--- config.mk ---
export PLATFORM = sky130hd
export DESIGN_NAME = ushm_ctrl
export DESIGN_NICKNAME = d
export VERILOG_FILES = /design/src/rtl/core/ushm_pkg.sv /design/src/rtl/core/ushm_ctrl.sv
export SDC_FILE = /design/constraint.sdc
export NUM_CORES = 1
export LEC_CHECK = 0
export BUFFER_PORTS_ARGS = -buffer_cell sky130_fd_sc_hd__buf_2
export CORE_MARGIN = 2
export CORE_UTILIZATION = 35
export CTS_BUF_LIST = sky130_fd_sc_hd__clkbuf_4
export DETAILED_ROUTE_END_ITERATION = 8
export HOLD_SLACK_MARGIN = 0.08
export SYNTH_ARGS = -nofsm -noshare
export SYNTH_HDL_FRONTEND = slang
export SYNTH_SLANG_ARGS = --single-unit
--- constraint.sdc ---
create_clock -name clk_i -period 2.2 [get_ports clk_i]
set_input_delay 0.44 -clock clk_i [delete_from_list [all_inputs] [get_ports clk_i]]
set_output_delay 0.44 -clock clk_i [all_outputs]
set_load 0.01 [all_outputs]
--- src/rtl/core/ushm_pkg.sv ---
// Shared types and constants for the unsharp mask box filter core.
// Holds register map, reset values and the controller/datapath link structs.
// No dependencies.
`default_nettype none

package ushm_pkg;

  localparam int MaxRadiusDef = 7;
  localparam int MaxWidthDef  = 1024;

  // Row counters carry one spare bit: the input side runs ahead of the last row.
  localparam int RowW      = 13;
  localparam int RadRegW   = 3;
  localparam int IaW       = 16;
  localparam int GainW     = 12;
  localparam int WidthRegW = 11;
  localparam int HeightW   = 12;
  localparam int PaddrW    = 5;
  localparam int PdataW    = 32;

  localparam logic [RadRegW-1:0]   RadiusRst = 3'd1;
  localparam logic [IaW-1:0]       InvAreaRst = 16'd7282;
  localparam logic [GainW-1:0]     GainRst    = 12'd256;
  localparam logic [WidthRegW-1:0] WidthRst   = 11'd640;
  localparam logic [HeightW-1:0]   HeightRst  = 12'd480;

  typedef enum logic [2:0] {
    RegRadius  = 3'd0,
    RegInvArea = 3'd1,
    RegGain    = 3'd2,
    RegWidth   = 3'd3,
    RegHeight  = 3'd4
  } reg_idx_e;

  typedef struct packed {
    logic cap;
    logic store;
    logic tgt;
    logic p_rd;
    logic p_cap;
    logic w_rd;
    logic w_acc;
    logic blur;
    logic mix1;
    logic mix2;
    logic load_out;
  } cmd_t;

  typedef struct packed {
    logic ignore;
    logic early;
    logic full_win;
    logic win_last;
    logic out_blocked;
  } sts_t;

endpackage

`default_nettype wire

--- src/rtl/core/ushm_ctrl.sv ---
// Sequencer for one word: store, position check, window sweep, sharpen, issue.
// Depends on ushm_pkg.
`default_nettype none

module ushm_ctrl import ushm_pkg::*; (
  input  wire logic clk_i,
  input  wire logic rst_ni,
  input  wire logic in_valid_i,
  output logic      in_stall_o,
  input  wire sts_t sts_i,
  output cmd_t      cmd_o
);

  typedef enum logic [11:0] {
    S_IDLE  = 12'b0000_0000_0001,
    S_STORE = 12'b0000_0000_0010,
    S_TGT   = 12'b0000_0000_0100,
    S_CMP   = 12'b0000_0000_1000,
    S_PRD   = 12'b0000_0001_0000,
    S_PCAP  = 12'b0000_0010_0000,
    S_WRD   = 12'b0000_0100_0000,
    S_WACC  = 12'b0000_1000_0000,
    S_BLUR  = 12'b0001_0000_0000,
    S_MIX1  = 12'b0010_0000_0000,
    S_MIX2  = 12'b0100_0000_0000,
    S_OUT   = 12'b1000_0000_0000
  } state_e;

  state_e state_q, state_d;

  assign in_stall_o = (state_q != S_IDLE);

  always_comb begin
    state_d = state_q;
    cmd_o   = '0;
    case (state_q)
      S_IDLE: begin
        if (in_valid_i) begin
          cmd_o.cap = 1'b1;
          state_d   = S_STORE;
        end
      end
      S_STORE: begin
        // drop a flush word while the frame is still coming in
        if (sts_i.ignore) begin
          state_d = S_IDLE;
        end else begin
          cmd_o.store = 1'b1;
          state_d     = S_TGT;
        end
      end
      S_TGT: begin
        cmd_o.tgt = 1'b1;
        state_d   = S_CMP;
      end
      S_CMP: begin
        state_d = sts_i.early ? S_IDLE : S_PRD;
      end
      S_PRD: begin
        cmd_o.p_rd = 1'b1;
        state_d    = S_PCAP;
      end
      S_PCAP: begin
        cmd_o.p_cap = 1'b1;
        state_d     = sts_i.full_win ? S_WRD : S_BLUR;
      end
      S_WRD: begin
        cmd_o.w_rd = 1'b1;
        state_d    = S_WACC;
      end
      S_WACC: begin
        cmd_o.w_acc = 1'b1;
        state_d     = sts_i.win_last ? S_BLUR : S_WRD;
      end
      S_BLUR: begin
        cmd_o.blur = 1'b1;
        state_d    = S_MIX1;
      end
      S_MIX1: begin
        cmd_o.mix1 = 1'b1;
        state_d    = S_MIX2;
      end
      S_MIX2: begin
        cmd_o.mix2 = 1'b1;
        state_d    = S_OUT;
      end
      S_OUT: begin
        if (!sts_i.out_blocked) begin
          cmd_o.load_out = 1'b1;
          state_d        = S_IDLE;
        end
      end
      default: state_d = S_IDLE;
    endcase
  end

  always_ff @(posedge clk_i or negedge rst_ni) begin
    if (!rst_ni) begin
      state_q <= S_IDLE;
    end else begin
      state_q <= state_d;
    end
  end

endmodule

`default_nettype wire

==> results of run 1 <==
power breakdown:
| part | total [W] | internal, W | switching, W | leakage (nW) |
|---|---|---|---|---|
| logic | 0.000317 | 0.000164 | 0.000153 | 0.351 |
| clock network | 0.000158 | 0.0000825 | 0.0000755 | 0.0184 |
| registers | 0.000273 | 0.000247 | 0.0000264 | 0.156 |
cell type report:
class / count / area share
multi-input combinational: 57 / 0.460
sequential: 12 / 0.294
clock buffer: 4 / 0.0288
timing repair buffer: 28 / 0.170
tap: 27 / 0.0324
inverter: 4 / 0.0144
layer usage:
metal	part of all wire	routed length, um
met2	0.48	849
met3	0.037	66
met4	0.0079	14
met1	0.47	839
met5	0	0
synthesized netlist by cell type (2+ instances only):
cell      instances
and2b_2           2
nor3_1            3
nor4b_1           3
nor4bb_1          2
nand2_1           3
and4bb_2          3
nor2b_1           2
xor2_1            2
inv_1             4
and3b_1           2
dfrtp_1          11
and4b_1           2
nor2_1            9
and3_1            2
and2b_1           3
a22o_1            2
cells by family (layout without fill, tap and decap cells):
| group | after synthesis | in the layout | synth area share |
|---|---|---|---|
| compound gates | 10 | 10 | 0.0984 |
| flops | 12 | 12 | 0.395 |
| buf+inv | 4 | 36 | 0.0197 |
| simple gates | 45 | 45 | 0.464 |
| xor+xnor | 2 | 2 | 0.0230 |
path summary, 6_finish.rpt:
| path | endpoint | start | slack [ps] |
|---|---|---|---|
| max | cmd_o[0] | state_q[6] | -120 |
| min | state_q[4] | sts_i[3] | 350 |
| max reg2reg | state_q[0] | state_q[11] | 660 |
| min reg2reg | state_q[9] | state_q[9] | 610 |
| max in group asynchronous | state_q[0] | rst_ni | 1340 |
| min in group asynchronous | state_q[11] | rst_ni | 570 |
through the flow:
stage	power [W]	cell area, sq um	setup TNS (ps)
5_1_grt	0.000803	1040	-882
6_report	0.000748	1040	-215
2_1_floorplan	0.000451	763	0
3_3_place_gp	0.000563	922	0
3_5_place_dp	0.000566	922	0
4_1_cts	0.000737	991	-533
worst register-to-register path, stage by stage, from the launching register on:
cell and delay (ps):
dfrtp_1 480, and2b_2 270, o311ai_0 350, a21oi_1 140, o221ai_1 210
cell usage in the layout (no fill, tap or decap), drive strengths merged, types with 2 or more instances in the layout:
cell and count:
a22o 2, and2b 5, and3 2, and3b 2
and4b 2, and4bb 3, buf 27, clkbuf 4
dfrtp 11, inv 4, nand2 3, nand3 2
nor2 9, nor2b 2, nor3 3, nor4 2
nor4b 4, nor4bb 2, xor2 2
repair_timing:
action / CTS / global route
gates resized for setup: 5 / 7
setup buffers: 1 / 3
endpoints found under the setup margin: 8 / 10
endpoints found under the hold margin: 11 / 0
hold buffers: 1 / 0
pin swaps: 1 / 1
==> flow_metrics.env, run 1 <==
export IMPL_outcome="finished with violations"
export IMPL_violations="setup timing"
export IMPL_io_buffer_count=19
export IMPL_maxCapViolations=0
export IMPL_power_density_nw_per_um2=717
export IMPL_grtUsageTotal=0.151
export IMPL_grt_remaining_overflow=0
export IMPL_path_buf_inv=1
export IMPL_skew_ps=8.48
export IMPL_reg_top3="state_q (12)"
export IMPL_min_path_cells=2
export IMPL_dp_cells=123
export IMPL_grt_use_met1=0.193
export IMPL_setup_viol=3
export IMPL_drtIter0Drc=9
export IMPL_die_h_um=50.7
export IMPL_timing_hold_ws_ps=346
export IMPL_die_w_um=50.7
export IMPL_ff2ff_path_depth=4
export IMPL_core_sq_um=2000
export IMPL_fin_cells=132
export IMPL_ys_seq_area_frac=0.395
export IMPL_slowest_stage="dfrtp_2"
export IMPL_grtUsageMet3=0.0357
export IMPL_viasPerCell=5.23
export IMPL_register_area_sq_um=307
export IMPL_ys_warn_count=0
export IMPL_nNetsFinal=114
export IMPL_clk_path_buf_depth=2
export IMPL_cts_tree="yes"
export IMPL_die_area_sq_um=2570
export IMPL_cts_root_buf="clkbuf_4"
export IMPL_cp_data_arrival_time_ps=1880
export IMPL_path_depth=5
export IMPL_rsz0062_at_grt="yes"
export IMPL_finalWorstSetupSlack_ps=-117
export IMPL_syn_avg_cell_area_sq_um=10.5
export IMPL_dp_hpwl_mm=1.27
export IMPL_clk_latency_ps=270
export IMPL_clock_sinks=12
export IMPL_post_route_period_util=1.05
export IMPL_largest_register="state_q"
export IMPL_end_kind="output pin"
export IMPL_drc_errors=0
export IMPL_tightest_slew_ps=448
export IMPL_wirelength_mm=1.77
export IMPL_drv_slew=0
export IMPL_fmax_ghz=0.432
export IMPL_grt_pass1_vias=663
export IMPL_final_hold_violation_count=0
export IMPL_start_util=0.381
export IMPL_synth_edf_count=0
export IMPL_irDropWorstVdd_mv=0.564
export IMPL_dp_slack_ps=71.9
export IMPL_num_rows=16
export IMPL_top_usage_layer="met2"
export IMPL_synth_seq_cells=12
export IMPL_period_minus_slack_ps=2320
export IMPL_grt_start_max_net_pins=13
export IMPL_synth_top_cells_by_area="dfrtp_1, and4bb_2, nor2_1"
export IMPL_yosysUniqueCellTypes=34
export IMPL_n_antenna_cell=0
export IMPL_max_stage_delay_ps=430
export IMPL_synth_main_ff_cell="dfrtp_1"
export IMPL_relSlewSlack=0.697
export IMPL_syn_nets=81
export IMPL_cp_required_ps=1760
export IMPL_crit_family="simple AND/OR/NAND/NOR gates"
export IMPL_synthesis_area_sq_um=763
export IMPL_syn_to_final_growth_pct=36.7
export IMPL_fillerInstances=210
export IMPL_hold_path_class="input pin to register"
export IMPL_vias=691
export IMPL_post_synth_top_area_cell="dfrtp_1"
export IMPL_final_core_util=0.521
export IMPL_ant_nets=0
export IMPL_syn_inst=73
export IMPL_num_io_pins=20
export IMPL_wl_per_cell_um=13.4
export IMPL_grt_pass1_wl_mm=2.89
export IMPL_dr_pass1_iters=4
export IMPL_antenna_found_initial=0
export IMPL_cp_max_fo=3
export IMPL_clk_pin_slew_worst_paths_ps=80
export IMPL_cts_max_level=1
export IMPL_routabilityCongestion=0.811
export IMPL_drive_above_1_share=0.486
export IMPL_crit_type="register to output pin"
export IMPL_largest_reg_flops=12
export IMPL_p_leak_nw=0.526
export IMPL_netlist_area_leader_share=0.361
export IMPL_grtUsageMet2=0.232
export IMPL_multi_input_area_sq_um=480
export IMPL_critPathLaunchType="register"
export IMPL_numCtsBuffers=3
export IMPL_crit_chain="nor4_4, nand3_2, or3_4, nor4b_4, buf_2"
export IMPL_async_reset_ff_frac=1.00
Note: power is estimated with default switching activity, not from simulation.
==> run 2: changes to the inputs <==
- BUFFER_PORTS_ARGS: -buffer_cell sky130_fd_sc_hd__buf_2 -> default
- DONT_BUFFER_PORTS: default -> 1
==> run 2 against run 1 <==
  * The flow still finishes with violations (setup timing)
  * Utilization fell by 6.0 points
  * Critical path depth fell by 1
  * Total power fell by 6.7%
  * Design area fell by 12%
  * Fmax rose by 3.7%
  * Worst setup slack improved by 82 ps
  * Die area did not move
  * First-iteration DRC count did not move
  * Sequential cell count did not move
  * Clock-buffer cell count fell by 1
==> flow_metrics.env, run 2 (synthesized netlist as in run 1, its figures left out) <==
export IMPL_outcome="finished with violations"
export IMPL_violations="setup timing"
export IMPL_grtUsageTotal=0.139
export IMPL_fmax_ghz=0.447
export IMPL_maxCapViolations=0
export IMPL_crit_type="register to output pin"
export IMPL_num_io_pins=20
export IMPL_grt_pass1_vias=627
export IMPL_numCtsBuffers=3
export IMPL_clk_pin_slew_worst_paths_ps=80
export IMPL_cts_max_level=1
export IMPL_cts_root_buf="clkbuf_4"
export IMPL_dp_hpwl_mm=1.19
export IMPL_max_stage_delay_ps=430
export IMPL_register_area_sq_um=307
export IMPL_io_buffer_count=0
export IMPL_hold_path_class="input pin to register"
export IMPL_clk_path_buf_depth=2
export IMPL_clock_sinks=12
export IMPL_crit_chain="nor4_4, nand3_2, or3_4, nor4b_4"
export IMPL_vias=639
export IMPL_postLayoutCellArea_sq_um=923
export IMPL_power_density_nw_per_um2=756
export IMPL_rsz0062_at_grt="yes"
export IMPL_die_w_um=50.7
export IMPL_grt_pass1_wl_mm=2.63
export IMPL_wl_per_cell_um=14.1
export IMPL_tightest_slew_ps=561
export IMPL_dr_pass1_iters=4
export IMPL_grt_start_max_net_pins=13
export IMPL_multi_input_area_sq_um=472
export IMPL_timing_hold_ws_ps=227
export IMPL_critPathLaunchType="register"
export IMPL_antenna_found_initial=0
export IMPL_num_rows=16
export IMPL_finalWorstSetupSlack_ps=-35.2
export IMPL_p_leak_nw=0.429
export IMPL_cp_max_fo=3
export IMPL_drtIter0Drc=9
export IMPL_rrSetupSlack_ps=640
export IMPL_core_sq_um=2000
export IMPL_slowest_stage="dfrtp_2"
export IMPL_viasPerCell=5.65
export IMPL_n_antenna_cell=0
export IMPL_reg_top3="state_q (12)"
export IMPL_drv_slew=0
export IMPL_die_h_um=50.7
export IMPL_largest_register="state_q"
export IMPL_setup_viol=2
export IMPL_wirelength_mm=1.59
export IMPL_mostFrequentLayoutCell="nor2_1"
export IMPL_end_kind="output pin"
export IMPL_fillerInstances=202
export IMPL_largest_reg_flops=12
export IMPL_grt_remaining_overflow=0
export IMPL_cp_data_arrival_time_ps=1800
export IMPL_relSlewSlack=0.625
export IMPL_clk_latency_ps=270
export IMPL_skew_ps=3.86
export IMPL_post_route_period_util=1.02
export IMPL_cp_required_ps=1760
export IMPL_syn_to_final_growth_pct=21.0
export IMPL_period_minus_slack_ps=2240
export IMPL_final_hold_violation_count=0
export IMPL_start_util=0.381
export IMPL_ant_nets=0
export IMPL_drc_errors=0
export IMPL_crit_family="simple AND/OR/NAND/NOR gates"
export IMPL_die_area_sq_um=2570
export IMPL_path_buf_inv=0
export IMPL_layout_common_cells="nor2_1, buf_4, dfrtp_1"
export IMPL_cts_tree="yes"
export IMPL_place_area_sq_um=835
export IMPL_irDropWorstVdd_mv=0.335
export IMPL_routabilityCongestion=0.789
export IMPL_nNetsFinal=95
export IMPL_drive_above_1_share=0.337
run 2: cell type report:
class	instances	share of cell area
sequential	12	0.332
timing repair buffer	9	0.0759
inverter	4	0.0163
clock inverter	1	0.00407
tap	27	0.0366
multi-input combinational	57	0.511
clock buffer	3	0.0244
run 2: routing by layer:
layer,GRT usage,share of wire,vias to the layer above
li1,-,-,307
met1,0.168,0.44,296
met2,0.206,0.45,29
met3,0.0625,0.079,7
met4,0.0721,0.028,0
met5,0,0,-
run 2: worst paths after layout:
check / startpoint / endpoint / cells past startpoint
worst max-delay path: state_q[7] / cmd_o[0] / 4
worst min-delay path: sts_i[3] / state_q[4] / 1
worst max register to register: state_q[11] / state_q[6] / 4
worst min register to register: state_q[9] / state_q[9] / 1
max in group asynchronous: rst_ni / state_q[5] / 1
min in group asynchronous: rst_ni / state_q[3] / 1
run 2: where the power goes:
part | internal, W | switching [W] | total [W]
Clock | 0.0000657 | 0.0000776 | 0.000143
Combinational | 0.000139 | 0.000143 | 0.000283
Sequential | 0.000247 | 0.0000248 | 0.000272
Total | 0.000452 | 0.000246 | 0.000698
run 2: what timing repair did:
| item | in CTS | in global routing |
|---|---|---|
| endpoints found under the setup margin | 5 | 9 |
| hold buffers | 1 | 0 |
| pin swaps | 2 | 1 |
| buffers inserted | 2 | 1 |
| endpoints found under the hold margin | 12 | 0 |
| gates resized for setup | 3 | 5 |
run 2: metrics by stage:
step | worst slack, ps | setup TNS (ps) | cells | util | total power (W)
detailed placement | 161 | 0 | 105 | 0.417 | 0.000525
CTS | -55.0 | -109 | 112 | 0.449 | 0.000698
finish | -35.2 | -44.1 | 113 | 0.461 | 0.000698
floorplan | 265 | 0 | 73 | - | 0.000451
global placement | 182 | 0 | 105 | 0.417 | 0.000520
global route | -147 | -449 | 113 | 0.461 | 0.000743
