**src/rtl/core/ushm_pkg.sv**
```systemverilog
// Shared types and constants for the unsharp mask box filter core.
// Holds register map, reset values and the controller/datapath link structs.
// No dependencies.
`default_nettype none

package ushm_pkg;

  localparam int MaxRadiusDef = 7;
  localparam int MaxWidthDef  = 1024;

  // Row counters carry one spare bit: the input side runs ahead of the last row.
  localparam int RowW      = 13;
  localparam int RadRegW   = 3;
  localparam int IaW       = 16;
  localparam int GainW     = 12;
  localparam int WidthRegW = 11;
  localparam int HeightW   = 12;
  localparam int PaddrW    = 5;
  localparam int PdataW    = 32;

  localparam logic [RadRegW-1:0]   RadiusRst = 3'd1;
  localparam logic [IaW-1:0]       InvAreaRst = 16'd7282;
  localparam logic [GainW-1:0]     GainRst    = 12'd256;
  localparam logic [WidthRegW-1:0] WidthRst   = 11'd640;
  localparam logic [HeightW-1:0]   HeightRst  = 12'd480;

  typedef enum logic [2:0] {
    RegRadius  = 3'd0,
    RegInvArea = 3'd1,
    RegGain    = 3'd2,
    RegWidth   = 3'd3,
    RegHeight  = 3'd4
  } reg_idx_e;

  typedef struct packed {
    logic cap;
    logic store;
    logic tgt;
    logic p_rd;
    logic p_cap;
    logic w_rd;
    logic w_acc;
    logic blur;
    logic mix1;
    logic mix2;
    logic load_out;
  } cmd_t;

  typedef struct packed {
    logic ignore;
    logic early;
    logic full_win;
    logic win_last;
    logic out_blocked;
  } sts_t;

endpackage

`default_nettype wire

```
**src/rtl/core/ushm_regs.sv**
```systemverilog
// Configuration registers behind the APB-style port, with clamped geometry.
// Depends on ushm_pkg.
`default_nettype none

module ushm_regs import ushm_pkg::*; #(
  parameter int MAX_RADIUS = MaxRadiusDef,
  parameter int MAX_WIDTH  = MaxWidthDef
) (
  input  wire logic                                clk_i,
  input  wire logic                                rst_ni,
  input  wire logic                                psel,
  input  wire logic                                penable,
  input  wire logic                                pwrite,
  input  wire logic [PaddrW-1:0]                   paddr,
  input  wire logic [PdataW-1:0]                   pwdata,
  output logic      [PdataW-1:0]                   prdata,
  output logic                                     pready,
  output logic      [$clog2(MAX_RADIUS+1)-1:0]     radius_o,
  output logic      [$clog2(MAX_WIDTH+1)-1:0]      width_o,
  output logic      [HeightW-1:0]                  height_o,
  output logic      [IaW-1:0]                      inv_area_o,
  output logic      [GainW-1:0]                    gain_o
);

  localparam int RdW  = $clog2(MAX_RADIUS + 1);
  localparam int WW   = $clog2(MAX_WIDTH + 1);
  localparam int RxW  = (RdW > RadRegW) ? RdW : RadRegW;
  localparam int WxW  = (WW > WidthRegW) ? WW : WidthRegW;
  localparam int MinW = 2 * MAX_RADIUS + 2;

  logic [RadRegW-1:0]   radius_q;
  logic [IaW-1:0]       inv_area_q;
  logic [GainW-1:0]     gain_q;
  logic [WidthRegW-1:0] width_q;
  logic [HeightW-1:0]   height_q;
  logic                 wr_en;
  reg_idx_e             idx;
  logic [RxW-1:0]       rad_x;
  logic [WxW-1:0]       wid_x;

  assign pready = 1'b1;
  assign idx    = reg_idx_e'(paddr[4:2]);
  assign wr_en  = psel & penable & pwrite;

  always_ff @(posedge clk_i or negedge rst_ni) begin
    if (!rst_ni) begin
      radius_q   <= RadiusRst;
      inv_area_q <= InvAreaRst;
      gain_q     <= GainRst;
      width_q    <= WidthRst;
      height_q   <= HeightRst;
    end else if (wr_en) begin
      case (idx)
        RegRadius:  radius_q   <= pwdata[RadRegW-1:0];
        RegInvArea: inv_area_q <= pwdata[IaW-1:0];
        RegGain:    gain_q     <= pwdata[GainW-1:0];
        RegWidth:   width_q    <= pwdata[WidthRegW-1:0];
        RegHeight:  height_q   <= pwdata[HeightW-1:0];
        default: ;
      endcase
    end
  end

  always_comb begin
    case (idx)
      RegRadius:  prdata = PdataW'(radius_q);
      RegInvArea: prdata = PdataW'(inv_area_q);
      RegGain:    prdata = PdataW'(gain_q);
      RegWidth:   prdata = PdataW'(width_q);
      RegHeight:  prdata = PdataW'(height_q);
      default:    prdata = '0;
    endcase
  end

  // Clamp geometry into the range the line store supports
  always_comb begin
    rad_x = RxW'(radius_q);
    if (rad_x == '0) begin
      radius_o = RdW'(1);
    end else if (rad_x > RxW'(MAX_RADIUS)) begin
      radius_o = RdW'(MAX_RADIUS);
    end else begin
      radius_o = RdW'(rad_x);
    end
    wid_x = WxW'(width_q);
    if (wid_x < WxW'(MinW)) begin
      width_o = WW'(MinW);
    end else if (wid_x > WxW'(MAX_WIDTH)) begin
      width_o = WW'(MAX_WIDTH);
    end else begin
      width_o = WW'(wid_x);
    end
    height_o   = (height_q == '0) ? HeightW'(1) : height_q;
    inv_area_o = inv_area_q;
    gain_o     = gain_q;
  end

endmodule

`default_nettype wire

```
**config.mk**
```make
export PLATFORM = sky130hd
export DESIGN_NAME = ushm_regs
export DESIGN_NICKNAME = d
export VERILOG_FILES = /design/src/rtl/core/ushm_pkg.sv /design/src/rtl/core/ushm_regs.sv
export SDC_FILE = /design/constraint.sdc
export NUM_CORES = 1
export LEC_CHECK = 0
export BUFFER_PORTS_ARGS = -buffer_cell sky130_fd_sc_hd__buf_4
export CAP_MARGIN = 5
export CORE_ASPECT_RATIO = 0.5
export CORE_MARGIN = 2
export CORE_UTILIZATION = 51
export DETAILED_ROUTE_END_ITERATION = 10
export PLACE_DENSITY = 0.86
export SETUP_SLACK_MARGIN = 0.15
export SKIP_CTS_REPAIR_TIMING = 1
export SLEW_MARGIN = 15
export SYNTH_ARGS = -nofsm -noshare
export SYNTH_HDL_FRONTEND = slang
export SYNTH_SLANG_ARGS = --single-unit
```
**constraint.sdc**
```tcl
create_clock -name clk_i -period 3.03 [get_ports clk_i]
set_clock_uncertainty 0.1 [all_clocks]
set_input_delay 0.303 -clock clk_i [delete_from_list [all_inputs] [get_ports clk_i]]
set_output_delay 0.303 -clock clk_i [all_outputs]
set_load 0.02 [all_outputs]
```
==> run metrics, run 1 <==
first-pass GRT wire length=between 10000 and 15000 um; vias per cell=5.53; Die Y=56.9 um; drt drc=0; critical path type=in2out; # rows=19; n_diodes=0; Layout area overhead=25.3%; internal power=between 1000 and 1500 uW; sequential area share after synthesis=0.479; max cap viols=0; Post-DRT Antenna Nets=0; H-tree depth=2; clk slew on worst S/H paths=0.09 ns; wire per inst=19.0 um; Net Sw Power=between 800 and 900 uW; Leak=0.00175 uW; power density cells=637 nW/um2; Peak VDD IR=330 uV; initial antenna violation count=0; global-route usage over all layers=0.234; Reg area=1370 um2; Post-Route Utilization=0.658; Yosys reg bits=54; Syn. warnings=0; total clock buffers created by CTS=5; Cell variety after synth=33; commonest cells after routing, fill and taps aside=buf_4 (96), mux2_1 (47), dfrtp_1 (39), conb_1 (17), dfstp_2 (15); TritonCTS clock tree=built; Final #Nets=349; Slew @ Worst Pin=approximately 0.67 ns; root buf cell=clkbuf_8; largest net degree at the start of global routing=55; Switching Share=0.359; Setup WS post-layout=0.926 ns; Clock Power Share=0.182; Via Count=2107; Worst slew margin=0.555; I/O pin cnt=between 100 and 150; Final Hold Viols=0; IO buf count=93; Congestion Overflow GR=0; min cycle time layout=2.10 ns; Final Max Tran Viols=0; layout cells sized above 1=0.435; post-DP HPWL=5000 um; drt total wl=7220 um; type of the worst min-delay path=in2reg; fmax=475 MHz; peak fanout along the critical path=21; syn avg cell area=12.4 um2; WP data arrival=between 1.5 and 2 ns; starting density of the core=0.525; core area=~5400 um2; Multi-input gate area=1300 um2; Gate Count Post-Synth=231; first drt pass iteration count=4; setup_tns=0 ns; worst-skew pair later-pin latency=~0.3 ns; Netlist Area Pre-Place=2860 um2; fin area=3580 um2; Clock Path Buffers=2; status=finished clean; DP Worst Slack=about 0.84 ns; commonest non-fill, non-tap cell in the layout=buf_4; Sink Count=54; Tcrit/Tclk final=0.695; type of origin of the critical path=primary input; vias in the first global route=2068; die width=110 um; Flop pwr share=0.453; Fillers=403; GP Congestion=0.821; initial drt markers=90; logic gate share of total power=0.365; die area=6250 um2; unrepaired setup endpoints after global routing=no; total power=roughly 2300 uW; Final Setup Violations=0; Cell Area, Placed=roughly 3500 um2; CP Data Required Time=2.63 ns; Worst setup EP type=primary output
-- final cells by class --
cell class / count / share of cell area
Clock buffer: 7 / 0.0241
Clock inverter: 1 / 0.00140
Multi-Input combinational cell: 149 / 0.362
Sequential cell: 54 / 0.383
Tap cell: 73 / 0.0255
Timing Repair Buffer: 97 / 0.204
-- logic make-up after synthesis --
family	synth area share
mux	0.266
flops	0.479
buf+inv	0.0867
simple gates	0.0937
compound gates	0.0718
other cells	0.00263
-- Yosys cell counts --
cell type	number	share of area
a21oi_1	5	0.0088
a22oi_1	12	0.032
a31o_2	1	0.0031
and2_1	8	0.018
and2b_1	2	0.0053
buf_1	2	0.0026
buf_2	6	0.011
buf_4	19	0.050
buf_6	1	0.0039
clkbuf_1	15	0.020
conb_1	2	0.0026
dfrtp_1	39	0.34
dfstp_2	15	0.14
mux2_1	47	0.19
mux2_4	10	0.053
mux2i_1	8	0.028
nand2_1	1	0.0013
nand2b_1	2	0.0044
nand3_1	1	0.0017
nand4b_4	1	0.0083
nand4bb_1	1	0.0039
nor2_1	4	0.0053
nor2_4	1	0.0039
nor2b_1	5	0.011
nor3_1	1	0.0017
nor3b_1	3	0.0079
nor3b_2	1	0.0044
nor3b_4	1	0.0066
nor4_1	3	0.0066
o21ai_1	1	0.0017
o21bai_1	1	0.0026
o22ai_1	11	0.024
or3_4	1	0.0039
-- flip-flops by register name (all words and copies together), names as in the netlist --
signal      count
gain_o         12
height_q       12
inv_area_o     16
rad_x           3
wid_x          11
-- power groups by stage --
stage               combinational [uW]  clock [uW]  sequential (uW)
global placement                   812           0             1030
floorplan                          426           0             1080
CTS                                838         425             1030
finish                             832         415             1030
global route                       882         453             1050
detailed placement                 832           0             1040
-- critical path, stage by stage --
cell     delay (ns)
buf_4          0.21
and2b_1        0.56
a22oi_1        0.20
o22ai_1        0.24
buf_4          0.18
-- final timing paths --
check,start,end,slack (ns),depth (start not counted)
worst max-delay path,paddr[2],prdata[2],0.93,5
worst min-delay path,pwdata[14],inv_area_o[14]$_DFFE_PN0P_,0.11,2
worst max register to register,wid_x[10]$_DFFE_PN0P_,wid_x[10]$_DFFE_PN0P_,1.98,1
worst min register to register,inv_area_o[14]$_DFFE_PN0P_,inv_area_o[14]$_DFFE_PN0P_,0.42,1
max in group asynchronous,rst_ni,height_q[10]$_DFFE_PN0P_,1.91,2
min in group asynchronous,rst_ni,gain_o[9]$_DFFE_PN0P_,0.48,2
-- per-stage QoR --
step | hold WS, ns | instances
2_1_floorplan | -0.0926 | 246
3_3_place_gp | 0.268 | 372
3_5_place_dp | 0.283 | 372
4_1_cts | -0.0506 | 380
5_1_grt | 0.107 | 381
6_report | 0.113 | 381
-- routing by layer --
metal / routed length [um] / global-route usage / share of wire / up-vias
li1: - / - / - / 930
met1: 3010 / 0.314 / 0.42 / 1091
met2: 3750 / 0.396 / 0.52 / 81
met3: 436 / 0.0469 / 0.060 / 5
met4: 33 / 0.0524 / 0.0046 / 0
met5: 0 / 0 / 0 / -
Note: power is estimated with default switching activity, not from simulation.
==> run 2, diff against run 1 <==
- ABC_AREA: not set -> 1
- CORE_UTILIZATION: 51 -> 43
- PLACE_DENSITY: 0.86 -> 0.77
- clock period: 3.03 -> 1.9 ns (I/O delays scaled with it)
==> run 2 against run 1 <==
Hold slack got worse by 0.10 ns. Largest cell class unchanged. Register-to-register slack got worse by 1.0 ns. Clock-buffer cell count stayed put.
==> run metrics, run 2 <==
fin area=3840 um2; max FFs per register=16; I/O pin cnt=between 100 and 150; min cycle time layout=1.80 ns; global-route usage over all layers=0.217; wire per inst=14.7 um; drt drc=0; # rows=21; syn avg cell area=7.68 um2; critical path type=reg2out; Gate Count Post-Synth=between 300 and 400; fraction of the mapped netlist area in compound gates=0.115; max cap viols=0; largest net degree at the start of global routing=55; initial drt markers=217; Layout area overhead=30.2%; Synth area leaders=dfrtp_1 (33%), nand2_1 (15%), dfstp_2 (13%); layout cells sized above 1=0.318; Yosys reg bits=54; fmax=556 MHz; WP data arrival=1.51 ns; Final Max Tran Viols=0; vias in the first global route=2538; die width=121 um; CP Data Required Time=~1.6 ns; vias per cell=5.04; peak fanout along the critical path=8; most common library cells after synthesis=nand2_1 (115), o21ai_0 (64), dfrtp_1 (39); Congestion Overflow GR=0; Critical-path top delay cell=dfrtp_1; Peak VDD IR=470 uV; clk slew on worst S/H paths=0.06 ns; initial antenna violation count=0; Leak=between 0.0015 and 0.002 uW; Post-synth top flop=dfrtp_1; core area=between 6000 and 7000 um2; post-DP HPWL=between 5000 and 6000 um; worst-skew pair later-pin latency=0.29 ns; setup_tns=0 ns; count leader, synth=nand2_1; Final #Nets=roughly 510; Via Count=2810; Cell Area, Placed=3590 um2; Tcrit/Tclk final=0.947; crit-path cells=nor2_2, nand3_4, nor2_1, nor2_1, buf_6, nor2_2, buf_6; total power=~4000 uW; first-pass GRT wire length=12900 um; first drt pass iteration count=5; status=finished clean; Cell variety after synth=21; starting density of the core=0.444; drt total wl=8170 um; XOR/XNOR Fraction of Synth Area=0; Final Hold Viols=0; unrepaired setup endpoints after global routing=yes; die area=7580 um2; post-synthesis simple-gate area fraction=0.269; root buf cell=clkbuf_16; Netlist Area Pre-Place=2950 um2; Synth Area in Adders=0; Clock Path Buffers=2; n_diodes=0; Slew @ Worst Pin=0.681 ns; Post-synth EDFFs=0; main combinational cell family by area after synthesis=simple AND/OR/NAND/NOR gates; Post-DRT Antenna Nets=0; TritonCTS clock tree=built; Yosys top cell by area=dfrtp_1; sequential area share after synthesis=0.465; GP Congestion=0.846; crit-path leading delay family=simple AND/OR/NAND/NOR gates; Hold WS=0.00929 ns; mux contribution to synthesized area=0; Die Y=62.6 um; Sink Count=54; Syn. warnings=0; Post-Route Utilization=0.578; total clock buffers created by CTS=5; commonest non-fill, non-tap cell in the layout=nand2_1; Fillers=~630; Worst slew margin=0.546; Worst setup EP type=primary output; IO buf count=93; power density cells=~1000 nW/um2; CP max stage delay=0.42 ns; WP buf/inv=2; H-tree depth=2; top cell type's share of synthesized area=0.331; type of the worst min-delay path=in2reg; Async S/R FF share, synth=1.00; commonest cells after routing, fill and taps aside=nand2_1 (115), buf_4 (95), o21ai_0 (63), dfrtp_1 (39), inv_1 (31); Final Setup Violations=0; type of origin of the critical path=flip-flop
## run 2: layout make-up
cell class / instances / area [um2] / area share
clock buffers: 7 / 143 / 0.0371
inverters: 36 / 138 / 0.0358
multi-input cells: 262 / 1230 / 0.320
flip-flops and latches: 54 / 1370 / 0.357
well taps: 92 / 115 / 0.0300
repair buffers: 106 / 845 / 0.220
## run 2: path summary, 6_finish.rpt
| kind | start | end | slack [ns] | depth (start not counted) |
|---|---|---|---|---|
| hold / removal | pwdata[15] | inv_area_o[15]$_DFFE_PN0P_ | 0.009 | 3 |
| setup / recovery | wid_x[5]$_DFFE_PN0P_ | width_o[6] | 0.10 | 7 |
| setup reg to reg | height_q[8]$_DFFE_PN1P_ | height_q[8]$_DFFE_PN1P_ | 0.94 | 2 |
| hold reg to reg | gain_o[8]$_DFFE_PN1P_ | gain_o[8]$_DFFE_PN1P_ | 0.38 | 2 |
| min in group asynchronous | rst_ni | gain_o[7]$_DFFE_PN0P_ | 0.39 | 2 |
| max in group asynchronous | rst_ni | inv_area_o[2]$_DFFE_PN0P_ | 0.86 | 2 |
## run 2: per-stage QoR
stage / setup WS [ns] / cells
after floorplan: 0.394 / 399
after global placement: 0.282 / 545
after detailed placement: 0.268 / 545
after CTS: 0.0492 / 552
after global routing: 0.0269 / 557
final: 0.101 / 557
## run 2: worst min-delay path: stages
cell and delay, ns:
buf_4 0.07, nand2_1 0.04, o21ai_0 0.05
## run 2: logic make-up after synthesis
logic type | Yosys count
AOI/OAI and AO/OA | 67
buffers and inverters | 83
DFF | 54
other | 2
and+or+nand+nor | 178
## run 2: routing by layer
| layer | GRT usage | routed length [um] | up-vias |
|---|---|---|---|
| met5 | 0 | 0 | - |
| met4 | 0.0567 | 106 | 0 |
| met3 | 0.0438 | 533 | 11 |
| met2 | 0.348 | 3910 | 110 |
| met1 | 0.300 | 3620 | 1344 |
| li1 | - | - | 1345 |
## run 2: power by group
part | switching [uW] | total (uW) | leakage [uW] | internal (uW)
clock network | 388 | 906 | 0.0000700 | 519
registers | 201 | 1650 | 0.000630 | 1450
logic | 869 | 1450 | 0.00120 | 584
total | 1460 | 4010 | 0.00190 | 2550
==> run 3, diff against run 2 <==
- ABC_CLOCK_PERIOD_IN_PS: not set -> 1900
- RECOVER_POWER: not set -> 100
==> run 3 against run 2 <==
Sequential share of layout area increased by 2.2 points. Total power down 4.6%. Routed wire length increased by 0.51%. Critical path depth unchanged. Final area fell by 5.8%. Sequential power is essentially flat. Fmax is 0.48% lower. Via count down 0.28%. Die area did not move. Final cell count is the same. Sequential cell count unchanged.
==> run metrics, run 3 (same netlist as run 2, synthesis figures left out) <==
wire per inst=14.7 um; initial drt markers=247; worst hold start=pwdata[15]; I/O pin cnt=129; Critical-path top delay cell=dfrtp_1; FF-to-FF Start=height_q[8]$_DFFE_PN1P_; status=finished clean; WP buf/inv=2; type of origin of the critical path=flip-flop; clk slew on worst S/H paths=roughly 0.060 ns; Worst Hold End=inv_area_o[15]$_DFFE_PN0P_; max cap viols=0; Post-DRT Antenna Nets=0; Clock Path Buffers=2; Leak=0.00169 uW; r2r worst-path depth=2; setup_tns=0 ns; Congestion Overflow GR=0; fin area=3620 um2; post-DP HPWL=5750 um; initial antenna violation count=0; TritonCTS clock tree=built; Net Sw Power=1460 uW; vias in the first global route=2538; starting density of the core=0.444; total clock buffers created by CTS=5; die width=121 um; reg-to-reg critical path endpoint=height_q[8]$_DFFE_PN1P_; first-pass GRT wire length=12900 um; Cell Area, Placed=3590 um2; global-route usage over all layers=0.217; vias per cell=5.03; Crit path depth=7; Final Hold Viols=0; crit-path cells=nor2_2, nand3_4, nor2_1, nor2_1, buf_6, nor2_2, clkbuf_2; core area=6650 um2; critical path type=reg2out; Layout area overhead=22.6%; R2R setup slack=roughly 0.91 ns; Switching Share=0.381; commonest cells after routing, fill and taps aside=nand2_1 (116), o21ai_0 (64), clkbuf_1 (52), buf_4 (41), dfrtp_1 (39); Slew @ Worst Pin=0.803 ns; Final Max Tran Viols=0; drt drc=0; max FFs per register=16; min cycle time layout=1.81 ns; Peak VDD IR=442 uV; type of the worst min-delay path=in2reg; n_diodes=0; peak fanout along the critical path=8; CP Data Required Time=1.61 ns; commonest non-fill, non-tap cell in the layout=nand2_1; Sink Count=between 50 and 60; Final Setup Violations=0; first drt pass iteration count=5; IO buf count=93; root buf cell=clkbuf_16; logic gate share of total power=0.336; GP Congestion=0.846; worst-skew pair later-pin latency=~0.29 ns; Tcrit/Tclk final=0.952; Final #Nets=507; drt total wl=8210 um; die area=7580 um2; Die Y=62.6 um; internal power=2370 uW; CP max stage delay=between 0.4 and 0.5 ns; Worst setup EP type=primary output; Hold Path Cell Cnt=3; Via Count=2802; H-tree depth=2; Hold WS=between 0.006 and 0.007 ns; fmax=553 MHz; # rows=21; Worst slew margin=0.464; layout cells sized above 1=0.183; total power=roughly 3800 uW; Clock Power Share=0.238; largest net degree at the start of global routing=55; crit-path leading delay family=simple AND/OR/NAND/NOR gates; power density cells=1060 nW/um2; WP data arrival=between 1.5 and 2 ns; unrepaired setup endpoints after global routing=yes; Flop pwr share=0.426
-- run 3: changes by cell type in the layout (fill, tap and decap cells not counted), moves of 5 or more --
cell	change
buf_4	-54
dfstp_2	-10
clkbuf_1	+51
dfstp_1	+10
clkbuf_2	+5
-- run 3: per-stage QoR --
step / utilization / worst slack [ns] / instances
floorplan: - / 0.394 / 399
global placement: 0.539 / 0.282 / 545
detailed placement: 0.539 / 0.268 / 545
CTS: 0.561 / 0.0492 / 552
global route: 0.544 / 0.0139 / 557
finish: 0.544 / 0.0918 / 557
-- run 3: area by class of cell --
| cell class | instances | area [um2] |
|---|---|---|
| fill | 690 | 3030 |
| clock buffer | 7 | 143 |
| sequential | 54 | 1370 |
| inverter | 36 | 138 |
| multi-input combinational | 262 | 1220 |
| timing repair buffer | 106 | 633 |
| tap | 92 | 115 |
-- run 3: worst register-to-register path, stage by stage (launching register included) --
cell	delay (ns)
dfstp_1	0.56
inv_1	0.07
o21ai_0	0.18
-- run 3: worst max-delay path by stage --
stage                    startpoint    endpoint
5_1_grt        wid_x[5]$_DFFE_PN0P_  width_o[0]
2_1_floorplan  wid_x[7]$_DFFE_PN1P_  width_o[0]
6_report       wid_x[5]$_DFFE_PN0P_  width_o[0]
4_1_cts        wid_x[7]$_DFFE_PN1P_  width_o[2]
3_5_place_dp               paddr[3]   prdata[3]
3_3_place_gp               paddr[3]   prdata[3]
-- run 3: routing by layer --
layer / track usage / up-vias / share of wire
met5: 0 / - / 0
li1: - / 1341 / -
met3: 0.0438 / 10 / 0.057
met2: 0.348 / 115 / 0.47
met1: 0.300 / 1336 / 0.45
met4: 0.0567 / 0 / 0.014
-- run 3: power groups by stage --
stage	clock (uW)	sequential [uW]	combinational [uW]
floorplan	0	1760	672
global placement	0	1650	1350
detailed placement	0	1650	1370
CTS	909	1640	1370
global route	963	1660	1400
finish	912	1630	1280
